## config.mk

```make
export PLATFORM = sky130hd
export DESIGN_NAME = tool_and_sleep_window_qualifier
export DESIGN_NICKNAME = d
export VERILOG_FILES = /design/src/sv/tswq_pkg.sv /design/src/sv/tool_and_sleep_window_qualifier.sv
export VERILOG_INCLUDE_DIRS = /design/src /design/src/sv
export SDC_FILE = /design/constraint.sdc
export NUM_CORES = 1
export LEC_CHECK = 0
export BUFFER_PORTS_ARGS = -buffer_cell sky130_fd_sc_hd__buf_2
export CORE_MARGIN = 10
export CORE_UTILIZATION = 35
export CTS_CLUSTER_SIZE = 30
export DETAILED_ROUTE_END_ITERATION = 12
export GPL_TIMING_DRIVEN = 0
export SLEW_MARGIN = 25
export SYNTH_ARGS = -nofsm -noshare
export SYNTH_HDL_FRONTEND = slang
export SYNTH_SLANG_ARGS = --single-unit
```

## constraint.sdc

```tcl
create_clock -name clk_i -period 3.5 [get_ports clk_i]
set_input_delay 0.35 -clock clk_i [delete_from_list [all_inputs] [get_ports clk_i]]
set_output_delay 0.35 -clock clk_i [all_outputs]
set_load 0.05 [all_outputs]
```

## src/sv/tool_and_sleep_window_qualifier_defines.svh

```systemverilog
// Assertion macros shared by the tool and sleep window qualifier RTL.
`ifndef TOOL_AND_SLEEP_WINDOW_QUALIFIER_DEFINES_SVH
`define TOOL_AND_SLEEP_WINDOW_QUALIFIER_DEFINES_SVH

// Same-cycle implication, checked on clk_i and held off during reset.
`define TSWQ_ASSERT_NOW(lbl, ante, cons, msg) \
  lbl: assert property (@(posedge clk_i) disable iff (!rst_ni) (ante) |-> (cons)) \
    else $error(msg);

// Next-cycle implication, checked on clk_i and held off during reset.
`define TSWQ_ASSERT_NEXT(lbl, ante, cons, msg) \
  lbl: assert property (@(posedge clk_i) disable iff (!rst_ni) (ante) |=> (cons)) \
    else $error(msg);

`endif

```

## src/sv/tswq_pkg.sv

```systemverilog
// Package with types, codes and constants of the tool and sleep window qualifier.
`timescale 1ns / 1ps
`default_nettype none
package tswq_pkg;

  // Counter and register widths.
  localparam int unsigned COUNT_BITS_DEF = 10;
  localparam int unsigned CFG_W          = 10;
  localparam int unsigned CFG_IDX_W      = 3;
  localparam int unsigned MODE_W         = 2;
  localparam int unsigned NUM_QUAL       = 4;

  // Configuration register indexes.
  localparam logic [CFG_IDX_W-1:0] CFG_WINDOW_LENGTH = 3'd0;
  localparam logic [CFG_IDX_W-1:0] CFG_SUCCESS_COUNT = 3'd1;
  localparam logic [CFG_IDX_W-1:0] CFG_FAIL_COUNT    = 3'd2;
  localparam logic [CFG_IDX_W-1:0] CFG_HALF_COUNT    = 3'd3;
  localparam logic [CFG_IDX_W-1:0] CFG_TYPE2_MODE    = 3'd4;

  // Reset values of the configuration registers.
  localparam logic [CFG_W-1:0]  WINDOW_LENGTH_RST = 10'd10;
  localparam logic [CFG_W-1:0]  SUCCESS_COUNT_RST = 10'd8;
  localparam logic [CFG_W-1:0]  FAIL_COUNT_RST    = 10'd2;
  localparam logic [CFG_W-1:0]  HALF_COUNT_RST    = 10'd5;

  // Type 2 decision modes; the unused code behaves as the level check off.
  localparam logic [MODE_W-1:0] T2_MODE_OFF  = 2'd0;
  localparam logic [MODE_W-1:0] T2_MODE_BAND = 2'd1;
  localparam logic [MODE_W-1:0] T2_MODE_LOW  = 2'd2;

  // Request codes.
  localparam logic REQ_SAMPLE = 1'b0;
  localparam logic REQ_CLEAR  = 1'b1;

  // Bit positions of the enables and the update flags.
  localparam int unsigned EN_PRESENCE = 0;
  localparam int unsigned EN_TYPE1    = 1;
  localparam int unsigned EN_TYPE2    = 2;
  localparam int unsigned EN_SLEEP    = 3;

  // Tool type codes.
  localparam logic [1:0] TYPE_NONE  = 2'd0;
  localparam logic [1:0] TYPE_SMALL = 2'd1;
  localparam logic [1:0] TYPE_LARGE = 2'd2;

  // Sleep status codes.
  localparam logic [1:0] SLEEP_ERROR   = 2'd0;
  localparam logic [1:0] SLEEP_IN_BASE = 2'd1;
  localparam logic [1:0] SLEEP_ASLEEP  = 2'd2;
  localparam logic [1:0] SLEEP_WORKING = 2'd3;

  // Kept sleep code bits and the codes that map to a state.
  localparam logic [7:0] SC_NONE      = 8'h00;
  localparam logic [7:0] SC_BASE_LOW  = 8'h08;
  localparam logic [7:0] SC_BASE_HIGH = 8'h01;
  localparam logic [7:0] SC_TOOL_LOW  = 8'h80;
  localparam logic [7:0] SC_TOOL_HIGH = 8'h10;
  localparam logic [7:0] SC_ERROR     = 8'h88;
  localparam logic [7:0] SC_BASE_TLOW = 8'h81;
  localparam logic [7:0] SC_SLP_BLOW  = 8'h18;
  localparam logic [7:0] SC_WORKING   = 8'h11;

  // One input beat as held in the input register.
  typedef struct packed {
    logic                req_type;
    logic [NUM_QUAL-1:0] check_enables;
    logic                heating;
    logic                presence_pin;
    logic                type1_pin;
    logic                type2_pin;
    logic                handle_pin;
    logic                tip_pin;
  } in_item_t;

endpackage
`default_nettype wire

```

## src/sv/tool_and_sleep_window_qualifier.sv

```systemverilog
// Tool and sleep window qualifier: four windowed pin qualifiers behind valid/ready channels.
`timescale 1ns / 1ps
`default_nettype none
`include "tool_and_sleep_window_qualifier_defines.svh"
// Takes one beat per clock cycle while the result channel keeps up, and returns one
// result beat for each input beat, by way of an input register and then the qualifier
// state, which doubles as the result register. Each beat either samples the five pins
// into the presence, type 1, type 2 and sleep qualifiers or clears them all. The state
// is only updated when the result register is free or being taken, so back pressure on
// the result channel stalls the input register and then the input channel. The
// configuration port is always ready and must only be written while the block is idle.
// There is no clearing pass after reset.
module tool_and_sleep_window_qualifier #(
  parameter int unsigned COUNT_BITS = tswq_pkg::COUNT_BITS_DEF
) (
  input  wire logic                           clk_i,
  input  wire logic                           rst_ni,
  // Configuration write channel.
  input  wire logic                           cfg_valid_i,
  output logic                                cfg_ready_o,
  input  wire logic [tswq_pkg::CFG_IDX_W-1:0] cfg_index_i,
  input  wire logic [tswq_pkg::CFG_W-1:0]     cfg_data_i,
  // Input channel.
  input  wire logic                           in_valid_i,
  output logic                                in_ready_o,
  input  wire logic                           req_type_i,
  input  wire logic [tswq_pkg::NUM_QUAL-1:0]  check_enables_i,
  input  wire logic                           heating_i,
  input  wire logic                           presence_pin_i,
  input  wire logic                           type1_pin_i,
  input  wire logic                           type2_pin_i,
  input  wire logic                           handle_pin_i,
  input  wire logic                           tip_pin_i,
  // Result channel.
  output logic                                out_valid_o,
  input  wire logic                           out_ready_i,
  output logic                                tool_present_o,
  output logic [1:0]                          first_type_o,
  output logic [1:0]                          second_type_o,
  output logic [1:0]                          sleep_status_o,
  output logic [tswq_pkg::NUM_QUAL-1:0]       window_done_flags_o
);
  import tswq_pkg::*;

  localparam int unsigned CmpW = (COUNT_BITS > CFG_W) ? COUNT_BITS : CFG_W;
  localparam logic [COUNT_BITS-1:0] CntMax = {COUNT_BITS{1'b1}};
  localparam logic [COUNT_BITS-1:0] CntZero = '0;

  // Configuration registers.
  logic [CFG_W-1:0]  window_length_q, success_count_q, fail_count_q, half_count_q;
  logic [MODE_W-1:0] type2_mode_q;

  // Pipeline control.
  in_item_t s1_q;
  logic     s1_valid_q;
  logic     out_valid_q;
  logic     s1_adv;
  logic     s1_clear;

  // Qualifier counters.
  logic [COUNT_BITS-1:0] pres_lo_q, pres_hi_q, pres_win_q;
  logic [COUNT_BITS-1:0] pres_lo_d, pres_hi_d, pres_win_d;
  logic [COUNT_BITS-1:0] t1_lo_q, t1_hi_q, t1_win_q;
  logic [COUNT_BITS-1:0] t1_lo_d, t1_hi_d, t1_win_d;
  logic [COUNT_BITS-1:0] t2_lo_q, t2_hi_q, t2_win_q;
  logic [COUNT_BITS-1:0] t2_lo_d, t2_hi_d, t2_win_d;
  logic [COUNT_BITS-1:0] slp_hlo_q, slp_hhi_q, slp_tlo_q, slp_thi_q, slp_win_q;
  logic [COUNT_BITS-1:0] slp_hlo_d, slp_hhi_d, slp_tlo_d, slp_thi_d, slp_win_d;

  // Decisions, flags and the kept sleep code; the decisions and flags also drive the result beat.
  logic                present_q, present_d;
  logic [1:0]          first_q, first_d;
  logic [1:0]          second_q, second_d;
  logic [1:0]          sleep_q, sleep_d;
  logic [NUM_QUAL-1:0] flags_q, flags_d;
  logic [7:0]          sleep_code_q, sleep_code_d;
  logic                t2_band_lo, t2_band_hi;

  // Saturating increment.
  function automatic logic [COUNT_BITS-1:0] sat_inc(input logic [COUNT_BITS-1:0] v);
    sat_inc = (v == CntMax) ? v : v + COUNT_BITS'(1);
  endfunction

  // Counter above a threshold register.
  function automatic logic cnt_gt(input logic [COUNT_BITS-1:0] c,
                                  input logic [CFG_W-1:0] t);
    cnt_gt = CmpW'(c) > CmpW'(t);
  endfunction

  // Counter below a threshold register.
  function automatic logic cnt_lt(input logic [COUNT_BITS-1:0] c,
                                  input logic [CFG_W-1:0] t);
    cnt_lt = CmpW'(c) < CmpW'(t);
  endfunction

  // Window end test; a saturated window count always closes.
  function automatic logic win_closes(input logic [COUNT_BITS-1:0] n,
                                      input logic [CFG_W-1:0] len,
                                      input logic incl);
    logic at_len;
    at_len = incl ? (CmpW'(n) >= CmpW'(len)) : (CmpW'(n) > CmpW'(len));
    win_closes = (n == CntMax) || at_len;
  endfunction

  // Configuration writes.
  assign cfg_ready_o = 1'b1;

  always_ff @(posedge clk_i or negedge rst_ni) begin
    if (!rst_ni) begin
      window_length_q <= WINDOW_LENGTH_RST;
      success_count_q <= SUCCESS_COUNT_RST;
      fail_count_q    <= FAIL_COUNT_RST;
      half_count_q    <= HALF_COUNT_RST;
      type2_mode_q    <= T2_MODE_BAND;
    end else if (cfg_valid_i) begin
      unique case (cfg_index_i)
        CFG_WINDOW_LENGTH: window_length_q <= cfg_data_i;
        CFG_SUCCESS_COUNT: success_count_q <= cfg_data_i;
        CFG_FAIL_COUNT:    fail_count_q    <= cfg_data_i;
        CFG_HALF_COUNT:    half_count_q    <= cfg_data_i;
        CFG_TYPE2_MODE:    type2_mode_q    <= cfg_data_i[MODE_W-1:0];
        default: ;
      endcase
    end
  end

  // Handshake: the input register moves on whenever the result slot is free or being taken.
  assign s1_adv     = s1_valid_q && (!out_valid_q || out_ready_i);
  assign s1_clear   = (s1_q.req_type == REQ_CLEAR);
  assign in_ready_o = !s1_valid_q || s1_adv;

  always_ff @(posedge clk_i or negedge rst_ni) begin
    if (!rst_ni) begin
      s1_valid_q  <= 1'b0;
      out_valid_q <= 1'b0;
    end else begin
      if (in_ready_o) begin
        s1_valid_q <= in_valid_i;
      end
      if (s1_adv) begin
        out_valid_q <= 1'b1;
      end else if (out_ready_i) begin
        out_valid_q <= 1'b0;
      end
    end
  end

  // Input register payload.
  always_ff @(posedge clk_i) begin
    if (in_valid_i && in_ready_o) begin
      s1_q.req_type      <= req_type_i;
      s1_q.check_enables <= check_enables_i;
      s1_q.heating       <= heating_i;
      s1_q.presence_pin  <= presence_pin_i;
      s1_q.type1_pin     <= type1_pin_i;
      s1_q.type2_pin     <= type2_pin_i;
      s1_q.handle_pin    <= handle_pin_i;
      s1_q.tip_pin       <= tip_pin_i;
    end
  end

  // Next state of all four qualifiers for the beat in the input register.
  always_comb begin
    pres_lo_d    = pres_lo_q;
    pres_hi_d    = pres_hi_q;
    pres_win_d   = pres_win_q;
    t1_lo_d      = t1_lo_q;
    t1_hi_d      = t1_hi_q;
    t1_win_d     = t1_win_q;
    t2_lo_d      = t2_lo_q;
    t2_hi_d      = t2_hi_q;
    t2_win_d     = t2_win_q;
    slp_hlo_d    = slp_hlo_q;
    slp_hhi_d    = slp_hhi_q;
    slp_tlo_d    = slp_tlo_q;
    slp_thi_d    = slp_thi_q;
    slp_win_d    = slp_win_q;
    present_d    = present_q;
    first_d      = first_q;
    second_d     = second_q;
    sleep_d      = sleep_q;
    flags_d      = flags_q;
    sleep_code_d = sleep_code_q;
    t2_band_lo   = 1'b0;
    t2_band_hi   = 1'b0;

    if (s1_adv && s1_clear) begin
      // Clear request: everything but the kept sleep code goes to zero.
      pres_lo_d  = CntZero;
      pres_hi_d  = CntZero;
      pres_win_d = CntZero;
      t1_lo_d    = CntZero;
      t1_hi_d    = CntZero;
      t1_win_d   = CntZero;
      t2_lo_d    = CntZero;
      t2_hi_d    = CntZero;
      t2_win_d   = CntZero;
      slp_hlo_d  = CntZero;
      slp_hhi_d  = CntZero;
      slp_tlo_d  = CntZero;
      slp_thi_d  = CntZero;
      slp_win_d  = CntZero;
      present_d  = 1'b0;
      first_d    = TYPE_NONE;
      second_d   = TYPE_NONE;
      sleep_d    = SLEEP_ERROR;
      flags_d    = '0;
    end else if (s1_adv) begin
      // Presence qualifier, frozen while heating.
      if (!s1_q.check_enables[EN_PRESENCE]) begin
        pres_lo_d  = CntZero;
        pres_hi_d  = CntZero;
        pres_win_d = CntZero;
        flags_d[EN_PRESENCE] = 1'b0;
      end else if (!s1_q.heating) begin
        pres_lo_d  = s1_q.presence_pin ? pres_lo_q : sat_inc(pres_lo_q);
        pres_hi_d  = s1_q.presence_pin ? sat_inc(pres_hi_q) : pres_hi_q;
        pres_win_d = sat_inc(pres_win_q);
        if (win_closes(pres_win_d, window_length_q, 1'b0)) begin
          flags_d[EN_PRESENCE] = 1'b1;
          present_d = cnt_gt(pres_lo_d, success_count_q) &&
                      !cnt_gt(pres_hi_d, success_count_q);
          pres_lo_d  = CntZero;
          pres_hi_d  = CntZero;
          pres_win_d = CntZero;
        end
      end

      // Type 1 qualifier.
      if (!s1_q.check_enables[EN_TYPE1]) begin
        t1_lo_d  = CntZero;
        t1_hi_d  = CntZero;
        t1_win_d = CntZero;
        flags_d[EN_TYPE1] = 1'b0;
      end else begin
        t1_lo_d  = s1_q.type1_pin ? t1_lo_q : sat_inc(t1_lo_q);
        t1_hi_d  = s1_q.type1_pin ? sat_inc(t1_hi_q) : t1_hi_q;
        t1_win_d = sat_inc(t1_win_q);
        if (win_closes(t1_win_d, window_length_q, 1'b0)) begin
          flags_d[EN_TYPE1] = 1'b1;
          if (cnt_gt(t1_hi_d, success_count_q)) begin
            first_d = TYPE_LARGE;
          end else if (cnt_gt(t1_lo_d, success_count_q)) begin
            first_d = TYPE_SMALL;
          end
          t1_lo_d  = CntZero;
          t1_hi_d  = CntZero;
          t1_win_d = CntZero;
        end
      end

      // Type 2 qualifier; its window closes on reaching the length.
      if (!s1_q.check_enables[EN_TYPE2]) begin
        t2_lo_d  = CntZero;
        t2_hi_d  = CntZero;
        t2_win_d = CntZero;
        flags_d[EN_TYPE2] = 1'b0;
      end else begin
        t2_lo_d  = s1_q.type2_pin ? t2_lo_q : sat_inc(t2_lo_q);
        t2_hi_d  = s1_q.type2_pin ? sat_inc(t2_hi_q) : t2_hi_q;
        t2_win_d = sat_inc(t2_win_q);
        if (win_closes(t2_win_d, window_length_q, 1'b1)) begin
          flags_d[EN_TYPE2] = 1'b1;
          // Square-wave band test on the counts of the window that just closed.
          t2_band_lo = cnt_gt(t2_lo_d, fail_count_q) && cnt_lt(t2_lo_d, success_count_q);
          t2_band_hi = cnt_gt(t2_hi_d, fail_count_q) && cnt_lt(t2_hi_d, success_count_q);
          if (cnt_gt(t2_hi_d, success_count_q)) begin
            second_d = TYPE_SMALL;
          end else begin
            case (type2_mode_q)
              T2_MODE_BAND: begin
                if (t2_band_lo || t2_band_hi) begin
                  second_d = TYPE_LARGE;
                end
              end
              T2_MODE_LOW: begin
                if (cnt_gt(t2_lo_d, half_count_q)) begin
                  second_d = TYPE_LARGE;
                end
              end
              default: ;
            endcase
          end
          t2_lo_d  = CntZero;
          t2_hi_d  = CntZero;
          t2_win_d = CntZero;
        end
      end

      // Sleep qualifier, frozen while heating.
      if (!s1_q.check_enables[EN_SLEEP]) begin
        slp_hlo_d = CntZero;
        slp_hhi_d = CntZero;
        slp_tlo_d = CntZero;
        slp_thi_d = CntZero;
        slp_win_d = CntZero;
        flags_d[EN_SLEEP] = 1'b0;
      end else if (!s1_q.heating) begin
        slp_hlo_d = s1_q.handle_pin ? slp_hlo_q : sat_inc(slp_hlo_q);
        slp_hhi_d = s1_q.handle_pin ? sat_inc(slp_hhi_q) : slp_hhi_q;
        slp_tlo_d = s1_q.tip_pin ? slp_tlo_q : sat_inc(slp_tlo_q);
        slp_thi_d = s1_q.tip_pin ? sat_inc(slp_thi_q) : slp_thi_q;
        slp_win_d = sat_inc(slp_win_q);
        if (win_closes(slp_win_d, window_length_q, 1'b0)) begin
          flags_d[EN_SLEEP] = 1'b1;
          // Base part replaces the kept code, or leaves it as it is.
          if (cnt_gt(slp_hlo_d, success_count_q)) begin
            sleep_code_d = SC_BASE_LOW;
          end else if (cnt_lt(slp_hhi_d, half_count_q)) begin
            sleep_code_d = SC_NONE;
          end else if (cnt_gt(slp_hhi_d, success_count_q)) begin
            sleep_code_d = SC_BASE_HIGH;
          end
          // Tool part ORs its bit into the code.
          if (cnt_gt(slp_tlo_d, success_count_q)) begin
            sleep_code_d = sleep_code_d | SC_TOOL_LOW;
          end else if (!cnt_lt(slp_thi_d, half_count_q) &&
                       cnt_gt(slp_thi_d, success_count_q)) begin
            sleep_code_d = sleep_code_d | SC_TOOL_HIGH;
          end
          // Map the code to a state; other codes keep the old state.
          case (sleep_code_d) inside
            SC_ERROR:                  sleep_d = SLEEP_ERROR;
            SC_BASE_HIGH, SC_BASE_TLOW: sleep_d = SLEEP_IN_BASE;
            SC_TOOL_HIGH, SC_SLP_BLOW: sleep_d = SLEEP_ASLEEP;
            SC_WORKING:                sleep_d = SLEEP_WORKING;
            default: ;
          endcase
          slp_hlo_d = CntZero;
          slp_hhi_d = CntZero;
          slp_tlo_d = CntZero;
          slp_thi_d = CntZero;
          slp_win_d = CntZero;
        end
      end
    end
  end

  // Qualifier state registers.
  always_ff @(posedge clk_i or negedge rst_ni) begin
    if (!rst_ni) begin
      pres_lo_q    <= CntZero;
      pres_hi_q    <= CntZero;
      pres_win_q   <= CntZero;
      t1_lo_q      <= CntZero;
      t1_hi_q      <= CntZero;
      t1_win_q     <= CntZero;
      t2_lo_q      <= CntZero;
      t2_hi_q      <= CntZero;
      t2_win_q     <= CntZero;
      slp_hlo_q    <= CntZero;
      slp_hhi_q    <= CntZero;
      slp_tlo_q    <= CntZero;
      slp_thi_q    <= CntZero;
      slp_win_q    <= CntZero;
      present_q    <= 1'b0;
      first_q      <= TYPE_NONE;
      second_q     <= TYPE_NONE;
      sleep_q      <= SLEEP_ERROR;
      flags_q      <= '0;
      sleep_code_q <= SC_ERROR;
    end else begin
      pres_lo_q    <= pres_lo_d;
      pres_hi_q    <= pres_hi_d;
      pres_win_q   <= pres_win_d;
      t1_lo_q      <= t1_lo_d;
      t1_hi_q      <= t1_hi_d;
      t1_win_q     <= t1_win_d;
      t2_lo_q      <= t2_lo_d;
      t2_hi_q      <= t2_hi_d;
      t2_win_q     <= t2_win_d;
      slp_hlo_q    <= slp_hlo_d;
      slp_hhi_q    <= slp_hhi_d;
      slp_tlo_q    <= slp_tlo_d;
      slp_thi_q    <= slp_thi_d;
      slp_win_q    <= slp_win_d;
      present_q    <= present_d;
      first_q      <= first_d;
      second_q     <= second_d;
      sleep_q      <= sleep_d;
      flags_q      <= flags_d;
      sleep_code_q <= sleep_code_d;
    end
  end

  // Result beat straight from the decision registers.
  assign out_valid_o         = out_valid_q;
  assign tool_present_o      = present_q;
  assign first_type_o        = first_q;
  assign second_type_o       = second_q;
  assign sleep_status_o      = sleep_q;
  assign window_done_flags_o = flags_q;

  // Assertions.
  `TSWQ_ASSERT_NEXT(a_clear_zeroes, s1_adv && s1_clear,
    !tool_present_o && first_type_o == TYPE_NONE && second_type_o == TYPE_NONE &&
    sleep_status_o == SLEEP_ERROR && window_done_flags_o == '0,
    "clear request did not zero the result")
  `TSWQ_ASSERT_NEXT(a_disabled_flag_low, s1_adv && !s1_clear,
    (window_done_flags_o & ~$past(s1_q.check_enables)) == '0,
    "update flag set for a disabled qualifier")
  `TSWQ_ASSERT_NOW(a_type_codes, 1'b1,
    first_type_o != 2'd3 && second_type_o != 2'd3,
    "tool type holds an unused code")
  `TSWQ_ASSERT_NOW(a_stall_cause, !in_ready_o,
    s1_valid_q && out_valid_o && !out_ready_i,
    "input stalled without a blocked result")

endmodule
`default_nettype wire

```

==> impl_metrics.ini <==
[floorplanning]
initial_core_util_pct = 35.32
dieWidth_um = 233.5
rows = 78
dieArea_mm2 = 0.05453
die_h_um = 233.5
pin_count = 43
core_area_mm2 = 0.04519

[layout]
final_common_cell = nand2_1
final_area_mm2 = 0.02048
drive_gt1_share_pct = 24.52
final_cell_mix = 260 x nand2_1, 182 x ha_1, 173 x dfrtp_1
finalNonFillerCells = 2619
fin_nets = 2229
fin_util_pct = 45.33
diodes = 0
syn2layout_area_growth_pct = 28.36

[sta]
setup_viol = 2
rsz0062_at_grt = true
fin_worst_skew_ns = 0.01691
max_slew.worst_pin.slew_ns = 0.9990
slew_headroom_pct = 33.40
maxSlewViolCount = 0
fin_crit_sh_pct = 105.0
fin_crit_ns = 3.676
fmaxAchievable_ghz = 0.2721
timing.final.ws_setup_ns = -0.1756
hold_violations = 0

[synth]
synth-seq-area-share_pct = 33.97
syn_avg_cell_area_um2 = 8.890
synth_warnings = 0
syn-num-nets = 2025
synth-async-reset-ratio_pct = 94.86
netlist_area_mm2 = 0.01596
synth-seq-cells = 214
synth_cell_types = 88
synth_edf_count = 11
syn_inst = 1795
synth_ff_type = dfrtp_1

[placed_design]
place_inst = 2439
numPortBuffers = 41
place.gp.congestion = 0.9246
detailed_place.area_mm2 = 0.01707
dp_hpwl_um = 34400

[clock_network]
insertion_delay_ns = 0.56
clk_path_buf_depth = 3
numCtsBuffers = 27
tritoncts = built
clock-sinks = 214
cts-root-buf = clkbuf_16
htreeDepth = 1
path_clk_slew_ns = 0.06

[setup_path]
crit_slowest_cell = dfrtp_1
cp_max_fo = 5
worstPathCellList = nand4_4 > or2_4 > nor3_4 > mux2_4 > ha_1 > and4_4 > a31o_2 > a211o_4 > o22ai_4 > o22ai_2 > a21oi_2 > nor3_2 > o31ai_2 > a21oi_1
critical_path_class = reg -> reg
endpoint_kind = register
required_ns = 3.89
cp_slowest_stage_delay_ns = 0.43
startpoint_type = register
critPathArrivalTime_ns = 4.07

[min_path]
min_path_type = in -> reg

[global_routing]
grt_max_degree = 86
grt-ovfl-total = 0
grt_pass1_wl_um = 79060
grt_pass1_vias = 14490
antenna_found_initial = 0
track_usage_pct = 18.03

[route]
wire_per_inst_um = 19.54
final_antenna_net_count = 0
routed_wl_um = 51180
drt_iter0_markers = 896
drc = 0
vias = 14690
drtPass1Iterations = 7
viasPerCell = 5.609

[power]
leakage_nw = 9.231
power_w = 0.008073
power_density_mw_per_mm2 = 394.1
max-vdd-ir-drop_mv = 0.4306

[flow_run]
maxCapViolations = 0

[outcome]
violations = setup timing
outcome = finished with violations
## repair_timing
action	4_1_cts	5_1_grt
setup endpoints to repair	156	153
buffers inserted	59	56
endpoints found under the hold margin	58	0
resized for setup	132	195
pin swaps	52	118
cloned	2	4
hold buffers	13	0
## through the flow
| step | setup slack, ns | hold slack [ns] | setup TNS [ns] |
|---|---|---|---|
| after floorplan | 0.02301 | 0.05441 | 0 |
| after global placement | -1.640 | 0.4861 | -354.91 |
| after CTS | -0.09814 | 0.06529 | -0.2383 |
| after detailed placement | -0.8579 | 0.3066 | -46.47 |
| after global routing | -0.3058 | 0.07682 | -2.914 |
| final | -0.1756 | 0.07991 | -0.2749 |
## synthesized netlist by cell type (5+ instances only)
cell,count,area share (%)
nand2_1,269,6.3
ha_1,201,16
dfrtp_1,194,30
o21ai_0,144,4.5
nor2_1,85,2.0
inv_1,79,1.9
a21oi_1,67,2.1
nand4_1,67,2.6
nand3_1,62,1.9
xnor2_1,61,3.3
a21o_1,48,2.3
nor3_1,45,1.4
clkbuf_1,44,1.0
a32o_1,39,2.4
mux2_2,29,2.0
xor2_1,26,1.4
and3_1,23,0.90
nor2b_1,23,0.90
o21a_1,23,1.1
o31ai_1,22,1.0
and2_1,16,0.63
nand2b_1,16,0.63
o21ai_1,14,0.44
a211oi_1,12,0.56
a31oi_1,12,0.47
buf_2,11,0.34
edfxtp_1,11,2.1
and4_1,10,0.55
nor4_1,10,0.39
dfstp_2,9,1.5
nor3b_1,8,0.38
o211ai_1,7,0.33
mux2i_1,6,0.38
o22ai_1,6,0.24
a41oi_1,5,0.27
o2111ai_1,5,0.27
## layer usage
metal,global-route usage (%),part of all wire [%],vias to the layer above
li1,-,-,7027
met1,21.96,42,7148
met2,31.25,49,385
met3,2.475,4.6,131
met4,7.761,4.5,0
met5,0,0,-
## critical path, delay by kind of cell, from the launching register on
| family | cells | cell delay [ns] |
|---|---|---|
| flops | 1 | 0.43 |
| compound gates | 7 | 1.54 |
| mux | 1 | 0.35 |
| simple gates | 5 | 0.90 |
| fa+ha+maj | 1 | 0.29 |
## worst paths after layout
| kind | from | end | slack [ns] | cells past startpoint |
|---|---|---|---|---|
| hold reg to reg | sleep_code_q[7] | sleep_code_q[7] | 0.49 | 1 |
| hold / removal | cfg_data_i[3] | success_count_q[3] | 0.08 | 3 |
| max in group asynchronous | rst_ni | pres_win_q[0] | 2.37 | 3 |
| min in group asynchronous | rst_ni | fail_count_q[3] | 0.29 | 2 |
| setup reg to reg | slp_hhi_q[7] | sleep_status_o[0] | -0.18 | 14 |
| setup / recovery | slp_hhi_q[7] | sleep_status_o[0] | -0.18 | 14 |
## logic make-up (layout without fill, tap and decap cells)
kind of cell / after synthesis / in the layout / share of synthesized area (%)
AOI/OAI and AO/OA: 451 / 451 / 18.95
adders and majority gates: 201 / 201 / 15.76
DFF: 214 / 214 / 33.97
xor gates and xnor gates: 89 / 89 / 4.979
muxes: 35 / 35 / 2.423
other: 1 / 1 / 0.02350
buffers and inverters: 143 / 367 / 3.607
and+or+nand+nor: 661 / 661 / 20.28
## final cells by class
cell class                      instances  area (µm²)
Fill cell                            4270       24700
Multi-Input combinational cell       1438       11270
Sequential cell                       214        5448
Timing Repair Buffer                  177        1411
Clock buffer                           41       819.5
Tap cell                              600       750.7
Buffer                                 61       347.8
Inverter                               80       300.3
Clock inverter                          8       140.1
## power by group
group	total (W)	switching [W]	leakage, nW	internal, W
Sequential	0.00285	0.000170	2.79	0.00268
Combinational	0.00218	0.00137	5.97	0.000812
Clock	0.00304	0.00114	0.475	0.00189
Total	0.00807	0.00268	9.23	0.00539
No activity file was read; power rests on OpenSTA's default activity.
